[src/vtcc_pkg.sv]
// ----------------------------------------------------------------------------
// vtcc_pkg
// shared types and constant tables for the vietnamese text character cleaner
// ----------------------------------------------------------------------------
package vtcc_pkg;

    typedef logic [15:0] t_unit;

    localparam t_unit SPACE_UNIT = 16'd32;
    localparam t_unit CR_UNIT    = 16'd13;
    localparam t_unit ASCII_TOP  = 16'd126;

    localparam int VIET_COUNT  = 134;
    localparam int PUNCT_COUNT = 25;

    typedef struct packed {
        logic is_cr;
        logic is_sep;
        logic is_space;
    } t_cls;

    typedef struct packed {
        logic swallow_next;
        logic last_was_space;
    } t_flags;

    localparam t_unit VIET_LETTERS [0:VIET_COUNT-1] = '{
        16'd225,  16'd224,  16'd7843, 16'd227,  16'd7841, 16'd259,  16'd7855, 16'd7857,
        16'd7859, 16'd7861, 16'd7863, 16'd226,  16'd7845, 16'd7847, 16'd7849, 16'd7851,
        16'd7853, 16'd193,  16'd192,  16'd7842, 16'd195,  16'd7840, 16'd258,  16'd7854,
        16'd7856, 16'd7858, 16'd7860, 16'd7862, 16'd194,  16'd7844, 16'd7846, 16'd7848,
        16'd7850, 16'd7852,
        16'd233,  16'd232,  16'd7867, 16'd7869, 16'd7865, 16'd234,  16'd7871, 16'd7873,
        16'd7875, 16'd7877, 16'd7879, 16'd201,  16'd200,  16'd7866, 16'd7868, 16'd7864,
        16'd202,  16'd7870, 16'd7872, 16'd7874, 16'd7876, 16'd7878,
        16'd417,  16'd7899, 16'd7901, 16'd7903, 16'd7905, 16'd7907, 16'd211,  16'd210,
        16'd7886, 16'd213,  16'd7884, 16'd212,  16'd7888, 16'd7890, 16'd7892, 16'd7894,
        16'd7896, 16'd416,  16'd7898, 16'd7900, 16'd7902, 16'd7904, 16'd7906, 16'd243,
        16'd242,  16'd7887, 16'd245,  16'd7885, 16'd244,  16'd7889, 16'd7891, 16'd7893,
        16'd7895, 16'd7897,
        16'd237,  16'd236,  16'd7881, 16'd297,  16'd7883, 16'd205,  16'd204,  16'd7880,
        16'd296,  16'd7882,
        16'd250,  16'd249,  16'd7911, 16'd361,  16'd7909, 16'd432,  16'd7913, 16'd7915,
        16'd7917, 16'd7919, 16'd7921, 16'd218,  16'd217,  16'd7910, 16'd360,  16'd7908,
        16'd431,  16'd7912, 16'd7914, 16'd7916, 16'd7918, 16'd7920,
        16'd253,  16'd7923, 16'd7927, 16'd7929, 16'd7925, 16'd221,  16'd7922, 16'd7926,
        16'd7928, 16'd7924,
        16'd272,  16'd273
    };

    // ? . , : ( ) { } " ' ! ; - / + * _ [ ] = # @ $ & |
    localparam t_unit PUNCT_UNITS [0:PUNCT_COUNT-1] = '{
        16'd63,  16'd46,  16'd44,  16'd58,  16'd40,  16'd41,  16'd123, 16'd125,
        16'd34,  16'd39,  16'd33,  16'd59,  16'd45,  16'd47,  16'd43,  16'd42,
        16'd95,  16'd91,  16'd93,  16'd61,  16'd35,  16'd64,  16'd36,  16'd38,
        16'd124
    };

endpackage

[src/vtcc_classify.sv]
// ----------------------------------------------------------------------------
// vtcc_classify
// sorts one code unit into carriage return, separator or plain space
// ----------------------------------------------------------------------------
module vtcc_classify (
    input  vtcc_pkg::t_unit i_unit,
    output vtcc_pkg::t_cls  o_cls
);
    import vtcc_pkg::*;

    logic viet_hit;
    logic punct_hit;

    always_comb begin
        viet_hit = 1'b0;
        for (int k = 0; k < VIET_COUNT; k++) begin
            if (i_unit == VIET_LETTERS[k]) begin
                viet_hit = 1'b1;
            end
        end
    end

    always_comb begin
        punct_hit = 1'b0;
        for (int k = 0; k < PUNCT_COUNT; k++) begin
            if (i_unit == PUNCT_UNITS[k]) begin
                punct_hit = 1'b1;
            end
        end
    end

    always_comb begin
        o_cls.is_cr    = (i_unit == CR_UNIT);
        o_cls.is_sep   = o_cls.is_cr || ((i_unit > ASCII_TOP) ? !viet_hit : punct_hit);
        o_cls.is_space = (i_unit == SPACE_UNIT);
    end

endmodule

[src/vtcc_decide.sv]
// ----------------------------------------------------------------------------
// vtcc_decide
// holds the swallow and last-space flags and picks the unit to append
// ----------------------------------------------------------------------------
module vtcc_decide (
    input  logic             i_clk,
    input  logic             i_rst_n,
    input  logic             i_step,
    input  vtcc_pkg::t_unit  i_unit,
    input  logic             i_eod,
    input  vtcc_pkg::t_cls   i_cls,
    output logic             o_emit,
    output vtcc_pkg::t_unit  o_unit,
    output vtcc_pkg::t_flags o_flags
);
    import vtcc_pkg::*;

    t_flags r_flags;
    t_flags n_flags;
    t_flags s_flags;

    always_comb begin
        s_flags = r_flags;
        o_emit  = 1'b0;
        o_unit  = '0;
        priority if (r_flags.swallow_next) begin
            s_flags.swallow_next = 1'b0;
        end else if (i_cls.is_sep || i_cls.is_space) begin
            s_flags.swallow_next = i_cls.is_cr;
            if (!r_flags.last_was_space) begin
                o_emit                 = 1'b1;
                o_unit                 = SPACE_UNIT;
                s_flags.last_was_space = 1'b1;
            end
        end else begin
            o_emit                 = 1'b1;
            o_unit                 = i_unit;
            s_flags.last_was_space = 1'b0;
        end
    end

    always_comb begin
        n_flags = r_flags;
        if (i_step) begin
            if (i_eod) begin
                n_flags.swallow_next   = 1'b0;
                n_flags.last_was_space = 1'b1;
            end else begin
                n_flags = s_flags;
            end
        end
    end

    always_ff @(posedge i_clk) begin
        if (!i_rst_n) begin
            r_flags.swallow_next   <= 1'b0;
            r_flags.last_was_space <= 1'b1;
        end else begin
            r_flags <= n_flags;
        end
    end

    assign o_flags = r_flags;

endmodule

[src/vietnamese_text_char_cleaner.sv]
// ----------------------------------------------------------------------------
// vietnamese_text_char_cleaner
// cleans a utf-16 text stream one code unit per beat
// ----------------------------------------------------------------------------
// Every input beat gives exactly one output beat, and a new beat is taken in
// every cycle while the output does not stall: the unit is registered,
// classified against the letter and punctuation tables, decided against the
// two state flags and registered again. Separators collapse to one space, the
// unit after a carriage return is dropped, and a beat with end-of-document set
// returns the flags to the start-of-document state once it has been handled.
module vietnamese_text_char_cleaner (
    input  logic            i_clk,
    input  logic            i_rst_n,
    input  logic            i_valid,
    output logic            o_stall,
    input  vtcc_pkg::t_unit i_code_unit,
    input  logic            i_end_of_document,
    output logic            o_valid,
    input  logic            i_stall,
    output logic            o_emit,
    output vtcc_pkg::t_unit o_out_unit,
    output logic            o_doc_end
);
    import vtcc_pkg::*;

    logic   r_s1_valid;
    t_unit  r_s1_unit;
    logic   r_s1_eod;
    logic   r_out_valid;
    logic   r_out_emit;
    t_unit  r_out_unit;
    logic   r_out_eod;

    logic   out_free;
    logic   s1_fire;
    logic   in_take;
    t_cls   cls;
    logic   dec_emit;
    t_unit  dec_unit;
    t_flags flags;

    assign out_free = !r_out_valid || !i_stall;
    assign s1_fire  = r_s1_valid && out_free;
    assign o_stall  = r_s1_valid && !out_free;
    assign in_take  = i_valid && !o_stall;

    vtcc_classify u_classify (
        .i_unit (r_s1_unit),
        .o_cls  (cls)
    );

    vtcc_decide u_decide (
        .i_clk   (i_clk),
        .i_rst_n (i_rst_n),
        .i_step  (s1_fire),
        .i_unit  (r_s1_unit),
        .i_eod   (r_s1_eod),
        .i_cls   (cls),
        .o_emit  (dec_emit),
        .o_unit  (dec_unit),
        .o_flags (flags)
    );

    always_ff @(posedge i_clk) begin
        if (!i_rst_n) begin
            r_s1_valid  <= 1'b0;
            r_out_valid <= 1'b0;
        end else begin
            if (in_take) begin
                r_s1_valid <= 1'b1;
            end else if (s1_fire) begin
                r_s1_valid <= 1'b0;
            end
            if (out_free) begin
                r_out_valid <= r_s1_valid;
            end
        end
    end

    always_ff @(posedge i_clk) begin
        if (in_take) begin
            r_s1_unit <= i_code_unit;
            r_s1_eod  <= i_end_of_document;
        end
        if (s1_fire) begin
            r_out_emit <= dec_emit;
            r_out_unit <= dec_unit;
            r_out_eod  <= r_s1_eod;
        end
    end

    assign o_valid    = r_out_valid;
    assign o_emit     = r_out_emit;
    assign o_out_unit = r_out_unit;
    assign o_doc_end  = r_out_eod;

    // end of document returns the flags to the start state
    a_eod_restart : assert property (@(posedge i_clk) disable iff (!i_rst_n)
        s1_fire && r_s1_eod |=> !flags.swallow_next && flags.last_was_space)
        else $error("flags not restored after end of document");

    // a carriage return that is not itself swallowed arms the swallow flag
    a_cr_arms : assert property (@(posedge i_clk) disable iff (!i_rst_n)
        s1_fire && !r_s1_eod && cls.is_cr && !flags.swallow_next |=> flags.swallow_next)
        else $error("carriage return did not arm swallow");

    // a beat with nothing appended carries a zero unit
    a_quiet_zero : assert property (@(posedge i_clk) disable iff (!i_rst_n)
        o_valid && !o_emit |-> o_out_unit == '0)
        else $error("non-zero unit on a quiet beat");

    // no two spaces in a row while the document runs
    a_no_double_space : assert property (@(posedge i_clk) disable iff (!i_rst_n)
        s1_fire && dec_emit && dec_unit == SPACE_UNIT |-> !flags.last_was_space)
        else $error("space appended after a space");

endmodule
[config.mk]
export PLATFORM = sky130hd
export DESIGN_NAME = vietnamese_text_char_cleaner
export DESIGN_NICKNAME = d
export VERILOG_FILES = /design/src/vtcc_pkg.sv /design/src/vtcc_classify.sv /design/src/vtcc_decide.sv /design/src/vietnamese_text_char_cleaner.sv
export SDC_FILE = /design/constraint.sdc
export NUM_CORES = 1
export LEC_CHECK = 0
export ABC_AREA = 1
export BUFFER_PORTS_ARGS = -buffer_cell sky130_fd_sc_hd__buf_2
export CAP_MARGIN = 40
export CORE_MARGIN = 8
export CORE_UTILIZATION = 40
export CTS_CLUSTER_DIAMETER = 150
export DETAILED_ROUTE_END_ITERATION = 16
export PLACE_DENSITY = 0.58
export SYNTH_ARGS = -nofsm -noshare
export SYNTH_HDL_FRONTEND = slang
export SYNTH_SLANG_ARGS = --single-unit
[constraint.sdc]
create_clock -name i_clk -period 2.4 [get_ports i_clk]
set_input_delay 0.36 -clock i_clk [delete_from_list [all_inputs] [get_ports i_clk]]
set_output_delay 0.36 -clock i_clk [all_outputs]
set_load 0.02 [all_outputs]
==> results.py <==
metrics = {
    "cts": {
        "cts.sinks": 39,
        "cts_root_buffer": "clkbuf_8",
        "numCtsBuffers": 5,
        "clkTransAtPathRegs_ns": 0.07,
        "clk_path_buf_depth": 2,
        "clk_latency_ns": 0.28,
        "cts_tree": "yes",
        "htreeDepth": 2,
    },
    "layout": {
        "nets": 377,
        "num_antenna_cells": 0,
        "drive_gt1_share_pct": 26.1,
        "area_growth_syn_to_layout_pct": 23.8,
    },
    "global_route": {
        "grt_pass1_wl_um": 9210,
        "grt-ovfl-total": 0,
        "first_global_vias": 1969,
        "grt_max_degree": 22,
        "gr-usage-all-layers_pct": 13.8,
        "antenna_found_initial": 0,
    },
    "critical_path": {
        "cp_max_fo": 12,
        "critPathSlowestCell": "edfxtp_1",
        "crit_type": "reg2reg",
        "cp_common_cell": "nand2_1",
        "cp-start-kind": "flop",
        "r2r-start": "r_s1_unit[2]",
        "path_cells": "inv_2 -> nand2_2 -> nor2_1 -> buf_4 -> nand2_1 -> nand2_1 -> inv_1 -> nand2_1 -> nor2_1 -> nand2_1 -> nor2_1 -> nand2_1 -> nand2_1 -> nand2_1 -> nand3_2 -> buf_12 -> nor2_1",
        "cp-startpoint": "r_s1_unit[2]",
        "crit_arrival_ns": 2.24,
        "required_ns": 2.43,
        "endpoint_kind": "flop",
        "cpPeakStageDelay_ns": 0.49,
        "crit_family": "simple AND/OR/NAND/NOR gates",
        "worst-path-buf-inv": 4,
    },
    "synthesis": {
        "seq_area_frac_synth_pct": 50.6,
        "synth_warnings": 0,
        "synth_top_area_cell": "edfxtp_1",
        "synth_top_area_share_pct": 47.0,
        "ys_ff_latch": 39,
        "yosysUniqueCellTypes": 26,
        "syn_inst": 290,
        "syn_area_um2": 2240,
        "syn_area_per_cell_um2": 7.71,
        "synth_area_leaders": "edfxtp_1 47%, nand2_1 16%, nor2_1 9.1%",
    },
    "route": {
        "drt_iter0_markers": 210,
        "firstDrtPassIters": 4,
        "vias": 2021,
        "drt_wl_total_um": 5570,
        "postRouteAntennaNets": 0,
        "via_per_inst": 4.72,
        "wl_per_cell_um": 13.0,
        "route.detailed.drc": 0,
    },
    "floorplan": {
        "start_util_pct": 41.1,
        "dieWidth_um": 90.8,
        "num_rows": 27,
        "boundaryPins": 41,
        "core_area_um2": 5440,
        "dieHeight_um": 90.8,
        "dieArea_um2": 8240,
    },
    "timing": {
        "rsz0062_at_grt": "no",
        "worstMarginPinSlew_ns": 0.614,
        "worst_slack_ns": 0.186,
        "period_share_pct": 92.3,
        "fmax_ghz": 0.452,
        "setup_viol": 0,
        "finalWorstPathRequiredPeriod_ns": 2.21,
        "fin_setup_tns_ns": 0,
        "slew_headroom_pct": 59.0,
        "hold_violations": 0,
        "clock_skew_ns": 0.0105,
        "slew_violations": 0,
    },
    "power_and_ir_drop": {
        "p_leak_uw": 0.00131,
        "vdd_drop_max_v": 0.000467,
        "p_per_area_nw_per_um2": 516,
    },
    "placed_design": {
        "dp_hpwl_um": 4520,
        "portBuffers": 40,
        "gp_congestion": 0.974,
        "pre_cts_ws_ns": 0.162,
    },
    "worst_hold_path": {
        "hp-class": "in2reg",
        "hp-start": "i_code_unit[1]",
    },
    "status": {
        "status": "complete, no violations",
    },
    "job": {
        "maxCapViolations": 0,
    },
}
through the flow:
step                instances  utilization (%)  hold WS [ns]  area [um^2]  power (uW)
floorplan                 292                -         0.450         2240         921
global placement          419             48.9         0.471         2660        1010
detailed placement        419             48.9         0.477         2660        1000
CTS                       426             50.5         0.236         2750        1440
global route              428             50.9         0.231         2770        1490
finish                    428             50.9         0.245         2770        1430
kinds of logic after synthesis:
group / Yosys count / share of synthesized area [%]
simple gates: 191 / 36.9
compound gates: 25 / 6.15
buf+inv: 34 / 6.26
other cells: 1 / 0.168
flops: 39 / 50.6
synth_stat cells:
library cell	n
nand2_1	94
nor2_1	54
edfxtp_1	35
inv_1	28
nand3_1	12
o21ai_0	12
nor2_2	11
a21oi_1	8
nor3_1	6
dfxtp_1	4
inv_2	3
nand2_2	3
nand4_1	3
nor2_4	3
nand3_2	2
nor4_1	2
a21oi_2	1
a221oi_1	1
a31oi_1	1
and3_1	1
buf_2	1
buf_4	1
buf_6	1
conb_1	1
o21ai_1	1
o21ai_2	1
cell usage in the layout, fill, tap and decap left out, drive strengths merged, types with 2 or more instances in the layout:
cell type / instances
edfxtp: 35
nor4: 2
nand2: 97
nand3: 14
dfxtp: 4
a21oi: 9
nand4: 3
inv: 31
nor2: 68
clkbuf: 6
nor3: 6
o21ai: 14
conb: 3
buf: 60
path summary, 6_finish.rpt:
check,end,slack [ns],cells past startpoint
setup / recovery,o_out_unit[12],0.19,17
hold / removal,r_s1_unit[1],0.25,1
setup reg to reg,o_out_unit[12],0.19,17
hold reg to reg,u_decide.o_flags[1],0.49,2
worst register-to-register path, cell delays in order, from the launching register on:
cell and delay, ns:
edfxtp_1 0.49, inv_2 0.14, nand2_2 0.14, nor2_1 0.05
buf_4 0.15, nand2_1 0.06, nand2_1 0.04, inv_1 0.04
nand2_1 0.04, nor2_1 0.08, nand2_1 0.06, nor2_1 0.16
nand2_1 0.09, nand2_1 0.06, nand2_1 0.07, nand3_2 0.09
buf_12 0.14, nor2_1 0.04
report_power, final:
group / switching (uW) / internal [uW]
logic: 133 / 70.0
clock network: 207 / 225
registers: 20.1 / 773
final cells by class:
class                      count  area (um^2)
fill                         534         2670
sequential                    39         1130
multi-input combinational    219          981
timing repair buffer          60          363
inverter                      31          116
tap                           72         90.1
clock buffer                   6         82.6
clock inverter                 1         5.00
routing by layer:
layer  GRT usage, %  part of all wire [%]  vias to the layer above
met4           4.23                   1.7                        0
met5              0                     0                        -
met2           21.4                    43                       75
li1               -                     -                     1066
met3           4.41                   8.4                        9
met1           17.7                    47                      871
registers in the layout, indices dropped and copies added, names as in the netlist:
| signal | count |
|---|---|
| r_s1_valid | 1 |
| r_s1_unit | 16 |
| o_valid | 1 |
| o_doc_end | 1 |
| r_s1_eod | 1 |
| u_decide.o_flags | 2 |
| o_out_unit | 16 |
| o_emit | 1 |
timing repair:
action | CTS | global route
hold buffers | 0 | 0
setup buffers | 0 | 2
endpoints found under the setup margin | 0 | 14
resized for setup | 0 | 3
(Power assumes the default switching activity.)
